[src/spba_pkg.sv]
package spba_pkg;

	localparam int SMALL_BLOCKS_D  = 80;
	localparam int MEDIUM_BLOCKS_D = 40;
	localparam int LARGE_BLOCKS_D  = 40;
	localparam int SMALL_SHIFT_D   = 6;
	localparam int MEDIUM_SHIFT_D  = 7;
	localparam int LARGE_SHIFT_D   = 8;

	// Registry index width covers three pools of up to 127 blocks each.
	localparam int REG_IDX_W = 9;
	localparam int RUN_W     = 7;
	localparam logic [7:0] RUN_CONT = 8'd255;

	localparam logic [2:0] ST_DONE     = 3'd0;
	localparam logic [2:0] ST_NO_SPACE = 3'd1;
	localparam logic [2:0] ST_RANGE    = 3'd2;
	localparam logic [2:0] ST_MISALIGN = 3'd3;
	localparam logic [2:0] ST_FREED    = 3'd4;
	localparam logic [2:0] ST_MID_RUN  = 3'd5;

	localparam logic OP_ALLOC = 1'b0;
	localparam logic OP_FREE  = 1'b1;

	typedef struct packed {
		logic        opcode;
		logic [23:0] request_bytes;
		logic [14:0] free_address;
	} req_t;

	typedef struct packed {
		logic [2:0]  status;
		logic [14:0] buffer_address;
		logic [1:0]  pool_id;
		logic [6:0]  block_count;
		logic [6:0]  used_small;
		logic [5:0]  used_medium;
		logic [5:0]  used_large;
	} rsp_t;

	// Decoded request: which pools an allocation may try, with the run
	// length for each, and where a free lands.
	typedef struct packed {
		logic [2:0]           try_pool;
		logic [RUN_W-1:0]     need_s;
		logic [RUN_W-1:0]     need_m;
		logic [RUN_W-1:0]     need_l;
		logic                 range_err;
		logic                 misaligned;
		logic [1:0]           free_pool;
		logic [REG_IDX_W-1:0] free_idx;
	} dec_t;

endpackage

[src/spba_ram.sv]
module spba_ram #(
	parameter int WIDTH = 8,
	parameter int DEPTH = 160
) (
	input  logic                     clk,
	input  logic                     we,
	input  logic [$clog2(DEPTH)-1:0] waddr,
	input  logic [WIDTH-1:0]         wdata,
	input  logic [$clog2(DEPTH)-1:0] raddr,
	output logic [WIDTH-1:0]         rdata
);
	logic [WIDTH-1:0] mem_q [DEPTH];

	always_ff @(posedge clk) begin
		if (we) begin
			mem_q[waddr] <= wdata;
		end
		rdata <= mem_q[raddr];
	end
endmodule

[src/spba_decode.sv]
module spba_decode #(
	parameter int SMALL_BLOCKS  = spba_pkg::SMALL_BLOCKS_D,
	parameter int MEDIUM_BLOCKS = spba_pkg::MEDIUM_BLOCKS_D,
	parameter int LARGE_BLOCKS  = spba_pkg::LARGE_BLOCKS_D,
	parameter int SMALL_SHIFT   = spba_pkg::SMALL_SHIFT_D,
	parameter int MEDIUM_SHIFT  = spba_pkg::MEDIUM_SHIFT_D,
	parameter int LARGE_SHIFT   = spba_pkg::LARGE_SHIFT_D
) (
	input  spba_pkg::req_t req,
	output spba_pkg::dec_t dec
);
	import spba_pkg::*;

	localparam logic [31:0] BASE1 = 32'(SMALL_BLOCKS << SMALL_SHIFT);
	localparam logic [31:0] BASE2 = BASE1 + 32'(MEDIUM_BLOCKS << MEDIUM_SHIFT);
	localparam logic [31:0] BASE3 = BASE2 + 32'(LARGE_BLOCKS << LARGE_SHIFT);
	localparam logic [31:0] MASK_S = 32'((1 << SMALL_SHIFT) - 1);
	localparam logic [31:0] MASK_M = 32'((1 << MEDIUM_SHIFT) - 1);
	localparam logic [31:0] MASK_L = 32'((1 << LARGE_SHIFT) - 1);
	localparam logic [31:0] LIM_S = 32'(1 << SMALL_SHIFT);
	localparam logic [31:0] LIM_M = 32'(1 << MEDIUM_SHIFT);
	localparam logic [31:0] LIM_L = 32'(1 << LARGE_SHIFT);

	logic [31:0] bytes, fa, rel;
	logic [31:0] nd_s, nd_m, nd_l;

	always_comb begin
		bytes = 32'(req.request_bytes);
		nd_s = (bytes >> SMALL_SHIFT) + 32'(|(bytes & MASK_S));
		nd_m = (bytes >> MEDIUM_SHIFT) + 32'(|(bytes & MASK_M));
		nd_l = (bytes >> LARGE_SHIFT) + 32'(|(bytes & MASK_L));
		dec.need_s = '0;
		dec.need_m = '0;
		dec.need_l = '0;
		dec.try_pool = '0;
		if (bytes <= LIM_S) begin
			dec.try_pool = 3'b001;
			dec.need_s = RUN_W'(1);
		end else if (bytes <= LIM_M) begin
			dec.try_pool = 3'b010;
			dec.need_m = RUN_W'(1);
		end else if (bytes <= LIM_L) begin
			dec.try_pool = 3'b100;
			dec.need_l = RUN_W'(1);
		end else begin
			dec.need_s = nd_s[RUN_W-1:0];
			dec.need_m = nd_m[RUN_W-1:0];
			dec.need_l = nd_l[RUN_W-1:0];
			dec.try_pool[0] = (nd_s != 0) && (nd_s <= 32'(SMALL_BLOCKS));
			dec.try_pool[1] = (nd_m != 0) && (nd_m <= 32'(MEDIUM_BLOCKS));
			dec.try_pool[2] = (nd_l != 0) && (nd_l <= 32'(LARGE_BLOCKS));
		end

		fa = 32'(req.free_address);
		dec.range_err = 1'b0;
		dec.misaligned = 1'b0;
		dec.free_pool = 2'd0;
		dec.free_idx = '0;
		rel = '0;
		if (fa < BASE1) begin
			rel = fa;
			dec.misaligned = |(rel & MASK_S);
			dec.free_idx = REG_IDX_W'(rel >> SMALL_SHIFT);
		end else if (fa < BASE2) begin
			rel = fa - BASE1;
			dec.free_pool = 2'd1;
			dec.misaligned = |(rel & MASK_M);
			dec.free_idx = REG_IDX_W'((rel >> MEDIUM_SHIFT) + 32'(SMALL_BLOCKS));
		end else if (fa < BASE3) begin
			rel = fa - BASE2;
			dec.free_pool = 2'd2;
			dec.misaligned = |(rel & MASK_L);
			dec.free_idx = REG_IDX_W'((rel >> LARGE_SHIFT)
				+ 32'(SMALL_BLOCKS + MEDIUM_BLOCKS));
		end else begin
			dec.range_err = 1'b1;
		end
	end
endmodule

[src/segregated_pool_block_allocator.sv]
// Block allocator over three pools of small, medium and large blocks. Pulse
// start while busy is low to hand in one request word; exactly one result
// word follows on result, marked by done for one cycle, and it must be taken
// then because the receiver cannot stall. One registry memory, read one
// entry at a time by a single scan sequencer, does all the work. An
// allocation scans from the pool's next-fit cursor over up to twice the
// pool size in registry entries per pool tried, then writes one entry per
// block. A free checks the head entry and clears one entry per block
// released. Registry valid flags clear at reset, so no clearing pass is run.
module segregated_pool_block_allocator #(
	parameter int SMALL_BLOCKS  = spba_pkg::SMALL_BLOCKS_D,
	parameter int MEDIUM_BLOCKS = spba_pkg::MEDIUM_BLOCKS_D,
	parameter int LARGE_BLOCKS  = spba_pkg::LARGE_BLOCKS_D,
	parameter int SMALL_SHIFT   = spba_pkg::SMALL_SHIFT_D,
	parameter int MEDIUM_SHIFT  = spba_pkg::MEDIUM_SHIFT_D,
	parameter int LARGE_SHIFT   = spba_pkg::LARGE_SHIFT_D
) (
	input  logic           clk,
	input  logic           arst_n,
	input  logic           start,
	output logic           busy,
	input  spba_pkg::req_t req,
	output logic           done,
	output spba_pkg::rsp_t result
);
	import spba_pkg::*;

	localparam int TOTAL = SMALL_BLOCKS + MEDIUM_BLOCKS + LARGE_BLOCKS;
	localparam int AW = $clog2(TOTAL);
	localparam logic [REG_IDX_W-1:0] FIRST_M = REG_IDX_W'(SMALL_BLOCKS);
	localparam logic [REG_IDX_W-1:0] FIRST_L = REG_IDX_W'(SMALL_BLOCKS + MEDIUM_BLOCKS);
	localparam logic [REG_IDX_W-1:0] END_S = FIRST_M;
	localparam logic [REG_IDX_W-1:0] END_M = FIRST_L;
	localparam logic [REG_IDX_W-1:0] END_L = REG_IDX_W'(TOTAL);
	localparam logic [REG_IDX_W-1:0] LAST_IDX = REG_IDX_W'(TOTAL - 1);
	localparam logic [31:0] BASE_M = 32'(SMALL_BLOCKS << SMALL_SHIFT);
	localparam logic [31:0] BASE_L = BASE_M + 32'(MEDIUM_BLOCKS << MEDIUM_SHIFT);

	typedef enum logic [2:0] {
		IDLE, PICK, SCAN_RD, SCAN_CHK, FILL, FREE_DEC, FREE_CHK, CLEAR
	} state_t;

	state_t               state_q;
	req_t                 req_q;
	dec_t                 dec;
	logic [1:0]           pool_q;
	logic [REG_IDX_W-1:0] pos_q, s_q, rd_idx_q;
	logic [RUN_W-1:0]     len_q, n_q;
	logic                 wrap_q;
	logic [REG_IDX_W-1:0] cur_q [3];
	logic [RUN_W-1:0]     used_q [3];
	logic [TOTAL-1:0]     valid_q;
	logic [2:0]           st_q;
	logic [14:0]          addr_q;
	logic [1:0]           pid_q;
	logic [6:0]           cnt_q;
	logic                 done_q;

	logic                 we;
	logic [REG_IDX_W-1:0] waddr, raddr;
	logic [7:0]           wdata, rdata, entry;
	logic [REG_IDX_W-1:0] p_first, p_end, p_cur, nxt, e_idx;
	logic [RUN_W-1:0]     p_need, used_sel;
	logic [31:0]          run_addr;

	spba_decode #(
		.SMALL_BLOCKS(SMALL_BLOCKS), .MEDIUM_BLOCKS(MEDIUM_BLOCKS),
		.LARGE_BLOCKS(LARGE_BLOCKS), .SMALL_SHIFT(SMALL_SHIFT),
		.MEDIUM_SHIFT(MEDIUM_SHIFT), .LARGE_SHIFT(LARGE_SHIFT)
	) u_decode (
		.req(req_q),
		.dec(dec)
	);

	spba_ram #(.WIDTH(8), .DEPTH(TOTAL)) u_registry (
		.clk(clk),
		.we(we),
		.waddr(waddr[AW-1:0]),
		.wdata(wdata),
		.raddr(raddr[AW-1:0]),
		.rdata(rdata)
	);

	always_comb begin
		case (pool_q)
			2'd0: begin
				p_first = '0; p_end = END_S; p_need = dec.need_s;
				run_addr = 32'(s_q) << SMALL_SHIFT;
			end
			2'd1: begin
				p_first = FIRST_M; p_end = END_M; p_need = dec.need_m;
				run_addr = BASE_M + (32'(s_q - FIRST_M) << MEDIUM_SHIFT);
			end
			default: begin
				p_first = FIRST_L; p_end = END_L; p_need = dec.need_l;
				run_addr = BASE_L + (32'(s_q - FIRST_L) << LARGE_SHIFT);
			end
		endcase
		p_cur = cur_q[pool_q];
		used_sel = used_q[pool_q];
		nxt = pos_q + 1'b1;
		e_idx = s_q + REG_IDX_W'(n_q);
		if (e_idx >= p_end) begin
			e_idx = p_first;
		end
		// Entries never written since reset read as free.
		entry = valid_q[rd_idx_q[AW-1:0]] ? rdata : 8'd0;
		raddr = (state_q == FREE_DEC) ? dec.free_idx : pos_q;
		we = (state_q == FILL) || (state_q == CLEAR);
		waddr = pos_q;
		if (state_q == CLEAR) begin
			wdata = 8'd0;
		end else if (len_q == '0) begin
			wdata = 8'(n_q);
		end else begin
			wdata = RUN_CONT;
		end
	end

	assign busy = (state_q != IDLE);
	assign done = done_q;
	always_comb begin
		result.status = st_q;
		result.buffer_address = addr_q;
		result.pool_id = pid_q;
		result.block_count = cnt_q;
		result.used_small = used_q[0];
		result.used_medium = used_q[1][5:0];
		result.used_large = used_q[2][5:0];
	end

	always_ff @(posedge clk or negedge arst_n) begin
		if (!arst_n) begin
			state_q <= IDLE;
			done_q <= 1'b0;
			valid_q <= '0;
			cur_q[0] <= '0;
			cur_q[1] <= FIRST_M;
			cur_q[2] <= FIRST_L;
			used_q[0] <= '0;
			used_q[1] <= '0;
			used_q[2] <= '0;
			pool_q <= 2'd2;
			wrap_q <= 1'b0;
			req_q <= '0;
			pos_q <= '0;
			s_q <= '0;
			rd_idx_q <= '0;
			len_q <= '0;
			n_q <= '0;
			st_q <= ST_DONE;
			addr_q <= '0;
			pid_q <= '0;
			cnt_q <= '0;
		end else begin
			done_q <= 1'b0;
			rd_idx_q <= raddr;
			if (we) begin
				valid_q[pos_q[AW-1:0]] <= 1'b1;
			end
			case (state_q)
				IDLE: begin
					if (start) begin
						req_q <= req;
						pool_q <= 2'd2;
						state_q <= (req.opcode == OP_FREE) ? FREE_DEC : PICK;
					end
				end
				PICK: begin
					if (dec.try_pool[pool_q]) begin
						n_q <= p_need;
						pos_q <= p_cur;
						s_q <= p_cur;
						len_q <= '0;
						wrap_q <= 1'b0;
						state_q <= SCAN_RD;
					end else if (pool_q == 2'd0) begin
						st_q <= ST_NO_SPACE; addr_q <= '0; pid_q <= '0; cnt_q <= '0;
						done_q <= 1'b1;
						state_q <= IDLE;
					end else begin
						pool_q <= pool_q - 2'd1;
					end
				end
				SCAN_RD: begin
					state_q <= SCAN_CHK;
				end
				SCAN_CHK: begin
					if (entry == 8'd0 && len_q + 1'b1 == n_q) begin
						pos_q <= s_q;
						len_q <= '0;
						state_q <= FILL;
					end else begin
						state_q <= SCAN_RD;
						if (entry == 8'd0) begin
							len_q <= len_q + 1'b1;
						end else begin
							len_q <= '0;
							s_q <= nxt;
						end
						// A start at or past the cursor after the wrap was already tried.
						if ((nxt == p_end && (wrap_q || p_cur == p_first))
							|| (entry != 8'd0 && wrap_q && nxt >= p_cur)) begin
							state_q <= PICK;
							if (pool_q == 2'd0) begin
								st_q <= ST_NO_SPACE; addr_q <= '0; pid_q <= '0;
								cnt_q <= '0;
								done_q <= 1'b1;
								state_q <= IDLE;
							end else begin
								pool_q <= pool_q - 2'd1;
							end
						end else if (nxt == p_end) begin
							wrap_q <= 1'b1;
							pos_q <= p_first;
							s_q <= p_first;
							len_q <= '0;
						end else begin
							pos_q <= nxt;
						end
					end
				end
				FILL: begin
					pos_q <= nxt;
					len_q <= len_q + 1'b1;
					if (len_q + 1'b1 == n_q) begin
						cur_q[pool_q] <= e_idx;
						used_q[pool_q] <= used_sel + n_q;
						st_q <= ST_DONE;
						addr_q <= run_addr[14:0];
						pid_q <= pool_q;
						cnt_q <= n_q;
						done_q <= 1'b1;
						state_q <= IDLE;
					end
				end
				FREE_DEC: begin
					addr_q <= '0;
					cnt_q <= '0;
					pid_q <= dec.free_pool;
					pos_q <= dec.free_idx;
					pool_q <= dec.free_pool;
					if (dec.range_err) begin
						st_q <= ST_RANGE;
						pid_q <= '0;
						done_q <= 1'b1;
						state_q <= IDLE;
					end else if (dec.misaligned) begin
						st_q <= ST_MISALIGN;
						done_q <= 1'b1;
						state_q <= IDLE;
					end else begin
						state_q <= FREE_CHK;
					end
				end
				FREE_CHK: begin
					if (entry == 8'd0) begin
						st_q <= ST_FREED;
						done_q <= 1'b1;
						state_q <= IDLE;
					end else if (entry == RUN_CONT) begin
						st_q <= ST_MID_RUN;
						done_q <= 1'b1;
						state_q <= IDLE;
					end else begin
						n_q <= entry[RUN_W-1:0];
						len_q <= '0;
						state_q <= CLEAR;
					end
				end
				CLEAR: begin
					pos_q <= nxt;
					len_q <= len_q + 1'b1;
					if (len_q + 1'b1 == n_q || pos_q == LAST_IDX) begin
						used_q[pool_q] <= (used_sel >= n_q) ? used_sel - n_q : '0;
						st_q <= ST_DONE;
						cnt_q <= n_q;
						done_q <= 1'b1;
						state_q <= IDLE;
					end
				end
				default: begin
					state_q <= IDLE;
				end
			endcase
		end
	end
endmodule

[config.mk]
export PLATFORM = sky130hd
export DESIGN_NAME = segregated_pool_block_allocator
export DESIGN_NICKNAME = d
export VERILOG_FILES = /design/src/spba_pkg.sv /design/src/spba_ram.sv /design/src/spba_decode.sv /design/src/segregated_pool_block_allocator.sv
export SDC_FILE = /design/constraint.sdc
export NUM_CORES = 2
export LEC_CHECK = 0
export BUFFER_PORTS_ARGS = -buffer_cell sky130_fd_sc_hd__buf_2
export CELL_PAD_IN_SITES_DETAIL_PLACEMENT = 0
export CELL_PAD_IN_SITES_GLOBAL_PLACEMENT = 1
export CORE_AREA = 2 2 388 390
export CTS_CLUSTER_DIAMETER = 50
export CTS_CLUSTER_SIZE = 28
export DETAILED_ROUTE_END_ITERATION = 7
export DIE_AREA = 0 0 390 392
export PLACE_DENSITY_LB_ADDON = 0.1
export SLEW_MARGIN = 5
export SYNTH_ARGS = -nofsm -noshare
export SYNTH_HDL_FRONTEND = slang
export SYNTH_SLANG_ARGS = --single-unit
[constraint.sdc]
create_clock -name clk -period 5.95 [get_ports clk]
set_input_delay 0.2975 -clock clk [delete_from_list [all_inputs] [get_ports clk]]
set_output_delay 0.2975 -clock clk [all_outputs]
set_load 0.02 [all_outputs]
* Yosys cells after proc, flatten, opt, wreduce, memory -nomap -nowiden
Memory sizes are Yosys's and may differ from the RTL's. A register that Yosys moved wholly into a read port is not among the register bits.
Index checks and enable logic that the tools add are counted.
** Cells by class
- Muxes and demuxes :: 138
- Add/subtract/negate cells :: 17
- Magnitude comparators :: 18
- Equal/unequal tests :: 28
- Shifts and indexed selects :: 0
- Bitwise gates (word level) :: 2
- $mul :: 0
- Div/mod/pow operators :: 0
- Reductions and logical operators :: 51
** Operators by type and width (number)
- $mux W7 :: 24
- $or A160 B160 Y160 :: 1
- $mux W9 :: 13
- $reduce_bool A32 Y1 :: 3
- $mux W15 :: 5
- $le A32 B6 Y1 const B :: 2
- $mux W3 :: 21
- $pmux W15 S4 :: 1
- $bwmux W21 :: 2
- $mux W21 :: 2
- $pmux W21 S2 :: 1
- $pmux W7 S2 :: 3
- $pmux W9 S4 :: 1
- $pmux W7 S5 :: 1
- $le A32 B7 Y1 const B :: 1
- $mux W8 :: 4
- $pmux W15 S2 :: 1
- $mux W14 :: 2
- $pmux W7 S4 :: 1
- $bwmux W27 :: 1
- $mux W2 :: 13
- $le A24 B7 Y1 const B :: 1
- $le A24 B8 Y1 const B :: 1
- $le A24 B9 Y1 const B :: 1
- 78 further kinds :: 148
** Storage, ports and cells
- Input port bits :: 43
- Memory bits (writable) :: 1280
- Memories kept :: 1
- ROM bits :: 0
- Flip-flop bits (word level) :: 321
- Word-level logic and storage cells :: 277
- Output and inout port bits :: 48
- Bits in latches :: 0
** Memory list
- u_registry.mem_q :: depth 160, bits a word 8, read ports 1, clocked after Yosys merged registers in 1, wr ports 1, RTL line spba_ram.sv:12 : logic [WIDTH-1:0] mem_q [DEPTH];

* Depth between registers and ports, before layout
- Word-level depth :: 11
- Depth in mapped cells :: 20

* By module
A second synthesis with hierarchy kept.
** Unflattened totals
- Cell total of the unflattened synthesis :: 4347
- Area, all modules :: 68981.2 um^2
** By module, submodules not included
- spba_ram :: area each 50384.6 um^2, instances 1, cells each 2489
- segregated_pool_block_allocator :: area each 16783.6 um^2, instances 1, cells each 1581
- spba_decode :: area each 1813.0 um^2, instances 1, cells each 277

* Worst setup path before layout
OpenSTA, ideal clock, no wires.
- Path type :: register to register
- From :: reg state_q[0]
- To :: mem u_registry.mem_q[0][0], data pin
- Setup slack :: 101 ps
- Stages on the path, launching flop included :: 6
- Path buffers :: 2
- Arrival :: 4905 ps
- Clock period less this slack :: 5849 ps
- Data required time :: 5006 ps
- Path through :: dfrtp_1 -> clkbuf_1 -> nand2_1 -> nor2_1 -> clkbuf_1 -> nor2_1
** Between the ends
- Cells in the longest elaborated chain, start to end :: 2
** Ends and longest elaborated chain
- start, declared :: RTL line segregated_pool_block_allocator.sv:43 : state_t state_q;
- start signal, assigned :: RTL line segregated_pool_block_allocator.sv:166 : state_q <= (req.opcode == OP_FREE) ? FREE_DEC : PICK;
- $eq A3 B3 Y1 :: RTL line segregated_pool_block_allocator.sv:111 : if (state_q == CLEAR) begin
- $mux W8 :: RTL line segregated_pool_block_allocator.sv:111
- via u_registry.wdata[0] :: RTL line spba_ram.sv:8 : input logic [WIDTH-1:0] wdata,
- end, declared :: RTL line spba_ram.sv:12
The timed path passes the listed nets, and every way through them passes these cells.

* Worst setup path in the final report
- From :: reg req_q[11] (netlist name)
- To :: reg u_registry.rdata[6], read port of u_registry.mem_q
** Between the ends
- Cells in the longest elaborated chain, start to end :: 6
- Elaborated cells on any way between the ends :: 11
- Classes of those cells :: add/sub (4); order compare (3); mux (4)
** Ends and longest elaborated chain
- start, declared :: RTL line segregated_pool_block_allocator.sv:44 : req_t req_q;
- start signal, assigned :: RTL line segregated_pool_block_allocator.sv:164 : req_q <= req;
- $sub A15 B14 Y16 :: RTL line spba_decode.sv:70 : rel = fa - BASE2;
- $add A9 B7 Y9 :: RTL line spba_decode.sv:74 : + 32'(SMALL_BLOCKS + MEDIUM_BLOCKS));
- $mux W12 :: RTL line spba_decode.sv:69 : end else if (fa < BASE3) begin
- $mux W12 :: RTL line spba_decode.sv:64 : end else if (fa < BASE2) begin
- $mux W9 (*) :: RTL line spba_decode.sv:60 : if (fa < BASE1) begin
- $mux W8 (*) :: RTL line segregated_pool_block_allocator.sv:108 : raddr = (state_q == FREE_DEC) ? dec.free_idx : pos_q;
- end, declared :: RTL line spba_ram.sv:10 : output logic [WIDTH-1:0] rdata
Every way passes the cells marked *; elsewhere a longest branch is shown, timed or not.
A chain may end at the register's enable or synchronous reset.

==> run metrics <==
average routed wire per standard cell=27.8 um; library cell with the largest summed area after synthesis=edfxtp_1; startpoint class of the critical path=flip-flop; number of rows created at floorplan=142; Synth Warn #=0; count of H-tree levels built during CTS=4; final standard cell area without fillers=0.0781 mm^2; crit-path max FO=57; # fillers=12700; post-synthesis share of cell area spent on and, or, nand and nor gates=14.6%; number of maximum-capacitance violations=0; number of distinct library cells after synthesis=102; first-pass GRT wire length=313 mm; horizontal extent of the die=390 um; Worst Path Arrival=6.14 ns; met1 routing resource usage after global routing=40.4%; hold crit path type=primary input to flip-flop; core outline area=0.149 mm^2; combined global-route utilization of all metal layers=27.8%; fmax=186 MHz; setup repair after global routing missed its margin=false; Resized Gates After CTS=0; clock insertion delay at the later pin of the skew report=0.82 ns; main combinational cell family by area after synthesis=simple AND/OR/NAND/NOR gates; global routing usage on met2=42.9%; total wire length=213 mm; most instantiated cells after synthesis=edfxtp_1, nand2_1, dfrtp_1; Syn Inst Count=5566; sequential share of the synthesized area=66.9%; maximum number of pins on one net before global-route repair=174; count of final hold-check violations=0; Via Count=46300; worst vdd rail ir drop=1.23 mV; antenna-violating nets left=0; dominant cell by count in the synthesized netlist=edfxtp_1; Finish-stage setup viols=0; Setup crit end kind=flip-flop; reg-to-reg slack, setup=0.57 ns; netlist area before placement=0.0695 mm^2; library cell used as clock root buffer=clkbuf_16; most crowded layer after global routing=met2; # DRC=0; detailed-route vias per instance=6.02; M3 GR Usage=3.98%; Die Area=0.153 mm^2; actual transition at the worst max-transition pin=1.41 ns; XOR/XNOR share of the synthesized area=0.814%; area fraction in compound gates after synthesis=9.18%; PortBufs=84; first-pass iteration count of the detailed router=6; TritonCTS buffer count=159; initial core utilization=46.7%; antenna cells=0; share of the core filled with cells in the final layout=52.4%; global-route congestion overflow total=0; flops & latches, synth=1603; Relative slew margins=5.84%; count of boundary I/O pins=91; Iter 0 DRT Violations=4662; required time worst endpoint=6.71 ns; static power due to leakage=28.5 nW; count of clock tree sinks=1603; CTS clk-pin slew, worst paths=0.07 ns; Final min period=5.38 ns; final-stage net count=5716; mean area per synthesized cell=12.5 um^2; Synth-to-Final Area Change=12.3%; vias in the first global route=44600; Worst Clk Skew=0.0379 ns; outcome=finished clean; vertical extent of the die=392 um; detailed placer's ending HPWL=131 mm; async set-reset flop share out of synthesis=19.7%; adder-cell area share of the yosys netlist=1.29%; TritonCTS clock tree=built; number of antenna violations at the first check in global routing=2; global placer's final weighted congestion=0.889; final period utilization=90.4%; fraction of post-synthesis cell area in the top cell type by area=55.3%; power per standard cell area=528 mW/mm^2; max-slew violation total from the final report=0; total placed instance area=0.0720 mm^2; worst hold slack=0.255 ns; post-synthesis mux area share=4.24%; total negative slack=0 ns; Worst Path Class, Setup=flip-flop to flip-flop; biggest area contributors in the synthesized netlist=edfxtp_1, dfrtp_1, nand2_1, nand3_1, mux2i_1; maximum root-to-sink buffer count=3; commonest register cell after synthesis=edfxtp_1; EDFF count, synth=1280; share of layout cells above drive strength 1=14.7%
[metal layers]
metal	part of all wire [%]	routed length, um
met5	0	0
met4	3.7	7860
met3	6.4	13700
met2	46	97700
met1	44	94000
[final timing paths]
kind / depth (start not counted) / startpoint / end
worst min-delay path: 4 / req[38] / req_q[38]
max in group asynchronous: 4 / arst_n / req_q[17]
min in group asynchronous: 3 / arst_n / valid_q[109]
worst max register to register: 12 / req_q[11] / u_registry.rdata[6]
worst max-delay path: 12 / req_q[11] / u_registry.rdata[6]
worst min register to register: 1 / valid_q[123] / valid_q[123]
[layout by cell type, fill, tap and decap left out, drive strengths merged, types with 117 or more instances in the layout]
cell type / n
a311oi: 117
a31oi: 153
and3: 147
buf: 216
clkbuf: 171
dfrtp: 308
edfxtp: 1280
inv: 133
mux2i: 140
nand2: 1179
nand3: 304
nor2: 275
or2: 171
[per-stage QoR]
step	cells	power (W)	setup WS, ns
CTS	7684	0.0413	0.652
global route	7684	0.0429	0.432
floorplan	5571	0.0247	0.101
finish	7684	0.0412	0.570
detailed placement	7342	0.0306	0.659
global placement	7342	0.0306	0.712
[where the power goes]
| group | switching (W) | internal [W] |
|---|---|---|
| clock | 0.00502 | 0.00567 |
| sequential | 0.000887 | 0.0150 |
| combinational | 0.0106 | 0.00413 |
[registers in the layout (all words and copies together) (netlist names), 8 cells and up]
register and flops:
u_registry.mem_q 1280, valid_q 160, req_q 39, cur_q 27
result 19, addr_q 9, pos_q 9, s_q 9
rd_idx_q 8, u_registry.rdata 8
[cell type report]
| class | instances | area [um^2] | area share [%] |
|---|---|---|---|
| timing repair buffer | 259 | 2110 | 2.70 |
| tap | 1944 | 2430 | 3.12 |
| clock buffer | 171 | 4110 | 5.26 |
| sequential | 1603 | 46500 | 59.6 |
| clock inverter | 127 | 1520 | 1.94 |
| inverter | 74 | 290 | 0.372 |
| multi-input combinational | 3506 | 21100 | 27.1 |
[critical path, cell delays in order, from the launching register on]
cell     delay [ns]
dfrtp_1        0.55
inv_1          0.17
ha_1           0.25
nor2b_1        0.54
nor3_1         0.11
a31oi_1        0.39
mux2i_4        0.22
inv_4          0.51
buf_4          0.67
nand2_1        0.65
o21ai_0        0.84
a211o_1        0.18
o311a_1        0.15
[timing repair]
item	in CTS	in global routing
hold buffers	44	0
hold endpoints to repair	84	0
setup buffers	0	0
[kinds of logic (layout without fill, tap and decap cells)]
| logic type | after synthesis | in the layout |
|---|---|---|
| AND/OR/NAND/NOR | 2253 | 2253 |
| XOR/XNOR | 63 | 63 |
| AO/OA/AOI/OAI | 865 | 865 |
| buffers and inverters | 462 | 631 |
| multiplexers | 249 | 249 |
| flip-flops | 1603 | 1603 |
| adder cells (fa/ha/maj) | 70 | 70 |
| other | 1 | 6 |
(Power assumes the default switching activity.)
